**config.mk**
```make
export PLATFORM = sky130hd
export DESIGN_NAME = cbrpc_queue
export DESIGN_NICKNAME = d
export VERILOG_FILES = /design/src/hw/rtl/cart_bank_ram_pen_convert_defines.svh /design/src/hw/rtl/cbrpc_pkg.sv /design/src/hw/rtl/cbrpc_queue.sv
export SDC_FILE = /design/constraint.sdc
export NUM_CORES = 1
export LEC_CHECK = 0
export ABC_AREA = 1
export BUFFER_PORTS_ARGS = -buffer_cell sky130_fd_sc_hd__buf_4
export CAP_MARGIN = 20
export CORE_MARGIN = 4
export CORE_UTILIZATION = 35
export CTS_BUF_LIST = sky130_fd_sc_hd__clkbuf_8 sky130_fd_sc_hd__clkbuf_16
export DETAILED_ROUTE_END_ITERATION = 16
export GPL_TIMING_DRIVEN = 1
export PLACE_DENSITY = 0.69
export SLEW_MARGIN = 20
export SYNTH_ARGS = -nofsm -noshare
export SYNTH_HDL_FRONTEND = slang
export SYNTH_SLANG_ARGS = --single-unit
```
**constraint.sdc**
```tcl
create_clock -name clk -period 4.4 [get_ports clk]
set_clock_uncertainty 0.15 [all_clocks]
set_input_delay 0.88 -clock clk [delete_from_list [all_inputs] [get_ports clk]]
set_output_delay 0.88 -clock clk [all_outputs]
set_load 0.03 [all_outputs]
```
**src/hw/rtl/cart_bank_ram_pen_convert_defines.svh**
```systemverilog
// Assertion macros for the cartridge bus slave.
`ifndef CART_BANK_RAM_PEN_CONVERT_DEFINES_SVH
`define CART_BANK_RAM_PEN_CONVERT_DEFINES_SVH

`ifndef NO_ASSERTIONS
// same-cycle implication, sampled on clk, off while arst_n is low
`define CBRPC_ASSERT_NOW(lbl, ante, cons) \
	lbl: assert property (@(posedge clk) disable iff (!arst_n) (ante) |-> (cons)) \
		else $error("cbrpc assertion failed");
// next-cycle implication
`define CBRPC_ASSERT_NEXT(lbl, ante, cons) \
	lbl: assert property (@(posedge clk) disable iff (!arst_n) (ante) |=> (cons)) \
		else $error("cbrpc assertion failed");
`else
`define CBRPC_ASSERT_NOW(lbl, ante, cons)
`define CBRPC_ASSERT_NEXT(lbl, ante, cons)
`endif

`endif

```
**src/hw/rtl/cbrpc_pkg.sv**
```systemverilog
// Types, constants and pen helpers shared by the cartridge bus slave.
`default_nettype none
package cbrpc_pkg;

	localparam int unsigned ADDR_W = 24;
	localparam int unsigned WORD_W = 16;
	localparam int unsigned LOW_W = 20;
	localparam int unsigned RAM_AW = 12;
	localparam int unsigned RAM_WORDS = 1 << RAM_AW;
	localparam int unsigned REG_AW = 4;
	localparam int unsigned REG_COUNT = 1 << REG_AW;
	localparam int unsigned QUEUE_DEPTH = 2;

	localparam logic CMD_READ = 1'b0;
	localparam logic CMD_WRITE = 1'b1;

	localparam logic [1:0] SRC_RAM = 2'd0;
	localparam logic [1:0] SRC_FIXED = 2'd1;
	localparam logic [1:0] SRC_BANKED = 2'd2;
	localparam logic [1:0] SRC_OPEN = 2'd3;

	// address decode tags
	localparam logic [10:0] WIN_TAG = 11'h17f;   // addr[23:13] of 0x2fe000..0x2fffff
	localparam logic [3:0] FIXED_TAG = 4'h0;     // addr[23:20] below 0x100000
	localparam logic [3:0] BANK_TAG = 4'h2;      // addr[23:20] of 0x200000..
	localparam logic [7:0] REG_TAG = 8'hff;      // word[11:4] of 0xff0..0xfff

	// helper register slots within 0xff0..0xfff
	localparam logic [REG_AW-1:0] REG_PEN = 4'h0;
	localparam logic [REG_AW-1:0] REG_UNP_GB = 4'h1;
	localparam logic [REG_AW-1:0] REG_UNP_SR = 4'h2;
	localparam logic [REG_AW-1:0] REG_PK_GB = 4'h4;
	localparam logic [REG_AW-1:0] REG_PK_SR = 4'h5;
	localparam logic [REG_AW-1:0] REG_PACKED = 4'h6;
	localparam logic [REG_AW-1:0] REG_BANK_LO = 4'h8;
	localparam logic [REG_AW-1:0] REG_BANK_HI = 4'h9;

	localparam logic [ADDR_W-1:0] BANK_OFS = 24'h100000;
	localparam logic [WORD_W-1:0] BANK_KEEP_MASK = 16'hfe00;
	localparam logic [WORD_W-1:0] BANK_FILL = 16'h00a0;
	localparam logic [WORD_W-1:0] BANK_HI_MASK = 16'h7fff;

	typedef struct packed {
		logic command;
		logic upper_lane;
		logic lower_lane;
		logic [ADDR_W-1:0] bus_address;
		logic [WORD_W-1:0] bus_data;
	} req_t;

	typedef struct packed {
		logic [WORD_W-1:0] read_data;
		logic [1:0] source;
		logic [ADDR_W-1:0] rom_word_address;
	} rsp_t;

	// classified item handed from front to back
	typedef struct packed {
		logic is_write;
		logic upper_lane;
		logic lower_lane;
		logic [1:0] source;
		logic [LOW_W-1:0] addr_lo;
		logic [WORD_W-1:0] bus_data;
	} op_t;

	function automatic logic [WORD_W-1:0] pen_unpack_gb(input logic [WORD_W-1:0] pen);
		logic [4:0] b;
		logic [4:0] g;
		b = {pen[3:0], pen[12]};
		g = {pen[7:4], pen[13]};
		return {3'b000, g, 3'b000, b};
	endfunction

	function automatic logic [WORD_W-1:0] pen_unpack_sr(input logic [WORD_W-1:0] pen);
		logic [4:0] r;
		r = {pen[11:8], pen[14]};
		return {7'b0000000, pen[15], 3'b000, r};
	endfunction

	function automatic logic [WORD_W-1:0] pen_pack(input logic [WORD_W-1:0] gb,
			input logic [WORD_W-1:0] sr);
		return {sr[8], sr[0], gb[8], gb[0], sr[4:1], gb[12:9], gb[4:1]};
	endfunction

endpackage
`default_nettype wire

```
**src/hw/rtl/cbrpc_queue.sv**
```systemverilog
// Small FIFO of decoded items between front and back.
`default_nettype none
module cbrpc_queue #(
	parameter int unsigned DEPTH = cbrpc_pkg::QUEUE_DEPTH
) (
	input  wire                  clk,
	input  wire                  arst_n,
	input  wire                  push,
	input  wire cbrpc_pkg::op_t  push_op,
	output logic                 ready,
	output logic                 valid,
	output cbrpc_pkg::op_t       head,
	input  wire                  pop
);
	import cbrpc_pkg::*;

	localparam int unsigned PTR_W = (DEPTH > 1) ? $clog2(DEPTH) : 1;
	localparam int unsigned CNT_W = $clog2(DEPTH + 1);
	localparam logic [PTR_W-1:0] LAST = PTR_W'(DEPTH - 1);

	op_t entry_q [DEPTH];
	logic [PTR_W-1:0] wr_ptr_q;
	logic [PTR_W-1:0] rd_ptr_q;
	logic [CNT_W-1:0] count_q;
	logic do_push;
	logic do_pop;

	assign ready = count_q != CNT_W'(DEPTH);
	assign valid = count_q != '0;
	assign head = entry_q[rd_ptr_q];
	assign do_push = push && ready;
	assign do_pop = pop && valid;

	always_ff @(posedge clk) begin
		if (do_push) begin
			entry_q[wr_ptr_q] <= push_op;
		end
	end

	always_ff @(posedge clk or negedge arst_n) begin
		if (!arst_n) begin
			wr_ptr_q <= '0;
			rd_ptr_q <= '0;
			count_q <= '0;
		end else begin
			if (do_push) begin
				wr_ptr_q <= (wr_ptr_q == LAST) ? '0 : wr_ptr_q + 1'b1;
			end
			if (do_pop) begin
				rd_ptr_q <= (rd_ptr_q == LAST) ? '0 : rd_ptr_q + 1'b1;
			end
			if (do_push && !do_pop) begin
				count_q <= count_q + 1'b1;
			end else if (do_pop && !do_push) begin
				count_q <= count_q - 1'b1;
			end
		end
	end

endmodule
`default_nettype wire

```
After elaboration in Yosys (flattened, before gate mapping). Memories as Yosys holds them, arrays and structs flattened. Index checks and enable logic that the tools add are counted.

Output and inout port bits: 43. Memories kept: 1. Input bits: 45. Register bits: 4. RAM bits: 82. Word-level logic and storage cells: 23.

Memory list: entry_q (words 2, width 41, rd ports 1, clocked after memory_dff 0, wr ports 1, line cbrpc_queue.sv:21) `op_t entry_q [DEPTH];`.

Add/subtract/negate cells: 4. Multiplexer cells: 6. Eq/ne operators: 1. Reduce and logical (&&, ||, !) cells: 8.

Operators with widths (number): $logic_and 1x1->1 (4); $mux 1 (4); $mux 2 (2); $reduce_bool 2->1 (2); $add 1x1->1 const B (2); $add 2x1->2 const B (1); $logic_not 1->1 (2); $ne 2x2->1 const B (1); $sub 2x1->2 const B (1).

Depth between registers and ports, before layout.
Depth in word-level cells: 6. Gate-level depth with buffers: 10. Depth with buffers taken out: 10.

Worst setup path after synthesis. No wires, ideal clock.

Path kind: in2reg. Start point: input port push. End point: memory entry_q[0][0] (netlist name) (enable). Arrival: 2.673 ns. Stages: 2. Buffers on the path: 0. Setup slack: 1.138 ns. Path through: nand2_4 nor2_1.

Longest elaborated chain between the ends: 3.

Ends and longest elaborated chain: from (decl) (line cbrpc_queue.sv:8) `input wire push,`; $logic_and 1x1->1 (line cbrpc_queue.sv:31) `assign do_push = push && ready;`; $mux 1 (line cbrpc_queue.sv:35) `if (do_push) begin`; $mux 1 (implied by the code) (line cbrpc_queue.sv:36) `entry_q[wr_ptr_q] <= push_op;`; to (decl) (line cbrpc_queue.sv:21).

No other way between the ends.

==> impl_metrics.env <==
export IMPL_antenna_found_initial=0
export IMPL_wp_data_required_ns=3.37
export IMPL_routed_top_layer="met4"
export IMPL_avgSynthCellArea_um2=13.7
export IMPL_power_frac_seq=0.412
export IMPL_static_leakage_power_nw=1.80
export IMPL_cts_hold_buffers_added=0
export IMPL_timing_critical_path_to_type="output pin"
export IMPL_critical_path_max_fanout=43
export IMPL_yosysTopAreaCell="sky130_fd_sc_hd__edfxtp_1"
export IMPL_clk_latency_worst_skew_pair_ns=0.34
export IMPL_antenna_cells=0
export IMPL_place_port_buffers=87
export IMPL_r2r_cells=5
export IMPL_startpoint_type="flop"
export IMPL_timing_max_cap_violations=0
export IMPL_detail_route_first_pass_iterations=4
export IMPL_synthesis_area_um2=3340
export IMPL_ctsHtreeMaxLevel=3
export IMPL_cts_clk_slew_worst_paths_ns=0.08
export IMPL_switching_power_mw=1.24
export IMPL_postCtsSetupBuffers=0
export IMPL_netlist_area_leader_share=0.738
export IMPL_io_pins=88
export IMPL_power_ir_vdd_worst_mv=0.294
export IMPL_mappedNetlistNets=289
export IMPL_rsz_0062_raised_after_global_routing="no"
export IMPL_total_power_mw=3.01
export IMPL_route_final_wire_length_mm=6.32
export IMPL_drt_iter0_drc=75
export IMPL_area_growth_syn_to_layout_pct=27.6
export IMPL_clockPowerShare=0.151
export IMPL_period_needed_ns=2.93
export IMPL_worstHoldPathType="in2async"
export IMPL_synth_flop_type="sky130_fd_sc_hd__edfxtp_1"
export IMPL_setup_viol=0
export IMPL_status="finished, final reports clean"
export IMPL_ys_warn_count=0
export IMPL_core_outline_area_um2=9240
export IMPL_dpl_hpwl_mm=4.27
export IMPL_globalRoute_totalOverflow=0
export IMPL_first_pass_grt_wire_length_mm=10.2
export IMPL_drive_gt1_frac=0.385
export IMPL_postRouteAntennaNets=0
export IMPL_gp_congestion=0.676
export IMPL_maxClockFrequency_mhz=341
export IMPL_wl_met2_mm=3.23
export IMPL_design_final_nets=380
export IMPL_postCtsResizedCells=0
export IMPL_vias_per_cell=4.23
export IMPL_power_share_combinational=0.437
export IMPL_slew_headroom=0.438
export IMPL_synth_most_common_cell="sky130_fd_sc_hd__nand2_1"
export IMPL_synth_edf_count=82
export IMPL_initial_core_util=0.361
export IMPL_synth_seq_cells=86
export IMPL_grt_start_max_net_pins=44
export IMPL_cts_path_max_buffers=2
export IMPL_post_synth_num_cell_types=17
export IMPL_clk_root_buffer_cell="sky130_fd_sc_hd__clkbuf_8"
export IMPL_first_global_vias=2072
export IMPL_overall_die_width_um=106
export IMPL_synthesized_netlist_cell_count=243
export IMPL_powerDensity_nw_per_um2=706
export IMPL_internal_power_mw=1.76
export IMPL_met1_length_mm=2.59
export IMPL_dieArea_um2=11200
export IMPL_die_height_um=106
export IMPL_switching_power_share_of_the_total=0.413
export IMPL_number_of_cts_inserted_buffers=9
export IMPL_via_total_after_detailed_routing=1974
export IMPL_synth_top_cells_by_count="sky130_fd_sc_hd__nand2_1 (113), sky130_fd_sc_hd__edfxtp_1 (82), sky130_fd_sc_hd__nand2_2 (18)"
export IMPL_cts_sinks=86
export IMPL_fillers=827
export IMPL_detailroute_wirelength_met3_um=416
export IMPL_reg2reg_setup_slack_ns=2.52
export IMPL_worst_setup_path_category="reg2out"
export IMPL_synth_seq_area_share=0.768
export IMPL_crit_arrival_ns=1.90
export IMPL_route_detailed_wl_per_inst_um=13.5
export IMPL_setup_tns_ns=0
export IMPL_ys_async_sr_fraction=0.0465
export IMPL_tightestPinTransition_ns=0.844
export IMPL_clock_tree_from_tritoncts="yes"
export IMPL_finalMaxSlewViolations=0
export IMPL_standard_cell_rows=35
export IMPL_final_hold_violation_count=0
export IMPL_gr_usage_all_layers=0.118
export IMPL_finalCritPeriodShare=0.667
export IMPL_remaining_drc_errors=0
export IMPL_yosys_top_cells_area="sky130_fd_sc_hd__edfxtp_1 (74%), sky130_fd_sc_hd__nand2_1 (13%), sky130_fd_sc_hd__nand2_2 (3.4%)"
[critical path, cell delays in order (launching register included)]
cell and delay (ns):
sky130_fd_sc_hd__dfrtp_2 0.91, sky130_fd_sc_hd__inv_8 0.24, sky130_fd_sc_hd__nand2_1 0.13, sky130_fd_sc_hd__nand2_1 0.07, sky130_fd_sc_hd__buf_4 0.17
[layout make-up]
type / instances / area (um^2) / area share
inverter: 7 / 33.8 / 0.00793
multi-input combinational: 141 / 636 / 0.149
clock inverter: 6 / 31.3 / 0.00735
timing repair buffer: 89 / 708 / 0.166
sequential: 86 / 2560 / 0.602
clock buffer: 9 / 124 / 0.0291
tap: 129 / 161 / 0.0379
[worst paths after layout]
check | startpoint | end
worst min register to register | count_q[0] | count_q[0]
max in group asynchronous | arst_n | rd_ptr_q
worst max register to register | count_q[0] | entry_q[1][40]
worst max-delay path | rd_ptr_q | head[0]
min in group clk | count_q[0] | count_q[0]
worst min-delay path | arst_n | count_q[0]
[stage by stage]
stage	hold slack (ns)	worst slack [ns]	util	cells	instance area [um^2]
global route	0.139	1.23	0.461	467	4260
global placement	0.351	1.79	0.438	450	4050
CTS	0.148	1.38	0.461	467	4260
finish	0.164	1.47	0.461	467	4260
floorplan	0.335	1.14	-	243	3340
detailed placement	0.389	1.77	0.444	452	4100
[cell usage in the layout, fill, tap and decap left out]
cell type	netlist	layout
sky130_fd_sc_hd__nand2_1	113	113
sky130_fd_sc_hd__buf_4	0	87
sky130_fd_sc_hd__edfxtp_1	82	82
sky130_fd_sc_hd__nand2_2	18	18
sky130_fd_sc_hd__clkbuf_8	4	9
sky130_fd_sc_hd__inv_1	4	5
sky130_fd_sc_hd__clkinv_2	0	4
sky130_fd_sc_hd__dfrtp_1	4	3
sky130_fd_sc_hd__inv_2	2	2
sky130_fd_sc_hd__nand2_4	2	2
sky130_fd_sc_hd__nor2_4	0	2
sky130_fd_sc_hd__nand3_1	2	2
sky130_fd_sc_hd__buf_16	0	2
sky130_fd_sc_hd__inv_8	1	1
sky130_fd_sc_hd__xnor2_1	1	1
sky130_fd_sc_hd__xor2_2	1	1
sky130_fd_sc_hd__nand4_1	1	1
sky130_fd_sc_hd__ha_1	1	1
sky130_fd_sc_hd__clkinvlp_4	0	1
sky130_fd_sc_hd__dfrtp_2	0	1
[per-layer routing]
metal,up-vias,track usage
met5,-,0
met3,7,0.0429
li1,990,-
met1,918,0.130
met2,59,0.210
met4,0,0.0416
[sequential cells by signal, indices dropped and copies added (netlist names)]
| name | count |
|---|---|
| count_q | 2 |
| entry_q | 82 |
| rd_ptr_q | 1 |
| wr_ptr_q | 1 |
[power by group through the flow]
stage          registers (mW)  clock network [mW]  logic [mW]
2_1_floorplan            1.19                   0       0.966
3_3_place_gp             1.26                   0        1.29
3_5_place_dp             1.26                   0        1.35
4_1_cts                  1.24               0.471        1.35
5_1_grt                  1.27               0.511        1.43
6_report                 1.24               0.455        1.31
[cells by family (layout without fill, tap and decap cells)]
group | after synthesis | in the layout | share of synthesized area
AND/OR/NAND/NOR | 138 | 138 | 0.175
flip-flops | 86 | 86 | 0.768
XOR/XNOR | 2 | 2 | 0.00750
buffers and inverters | 16 | 111 | 0.0461
adder cells (fa/ha/maj) | 1 | 1 | 0.00375
No activity file was read; power rests on OpenSTA's default activity.
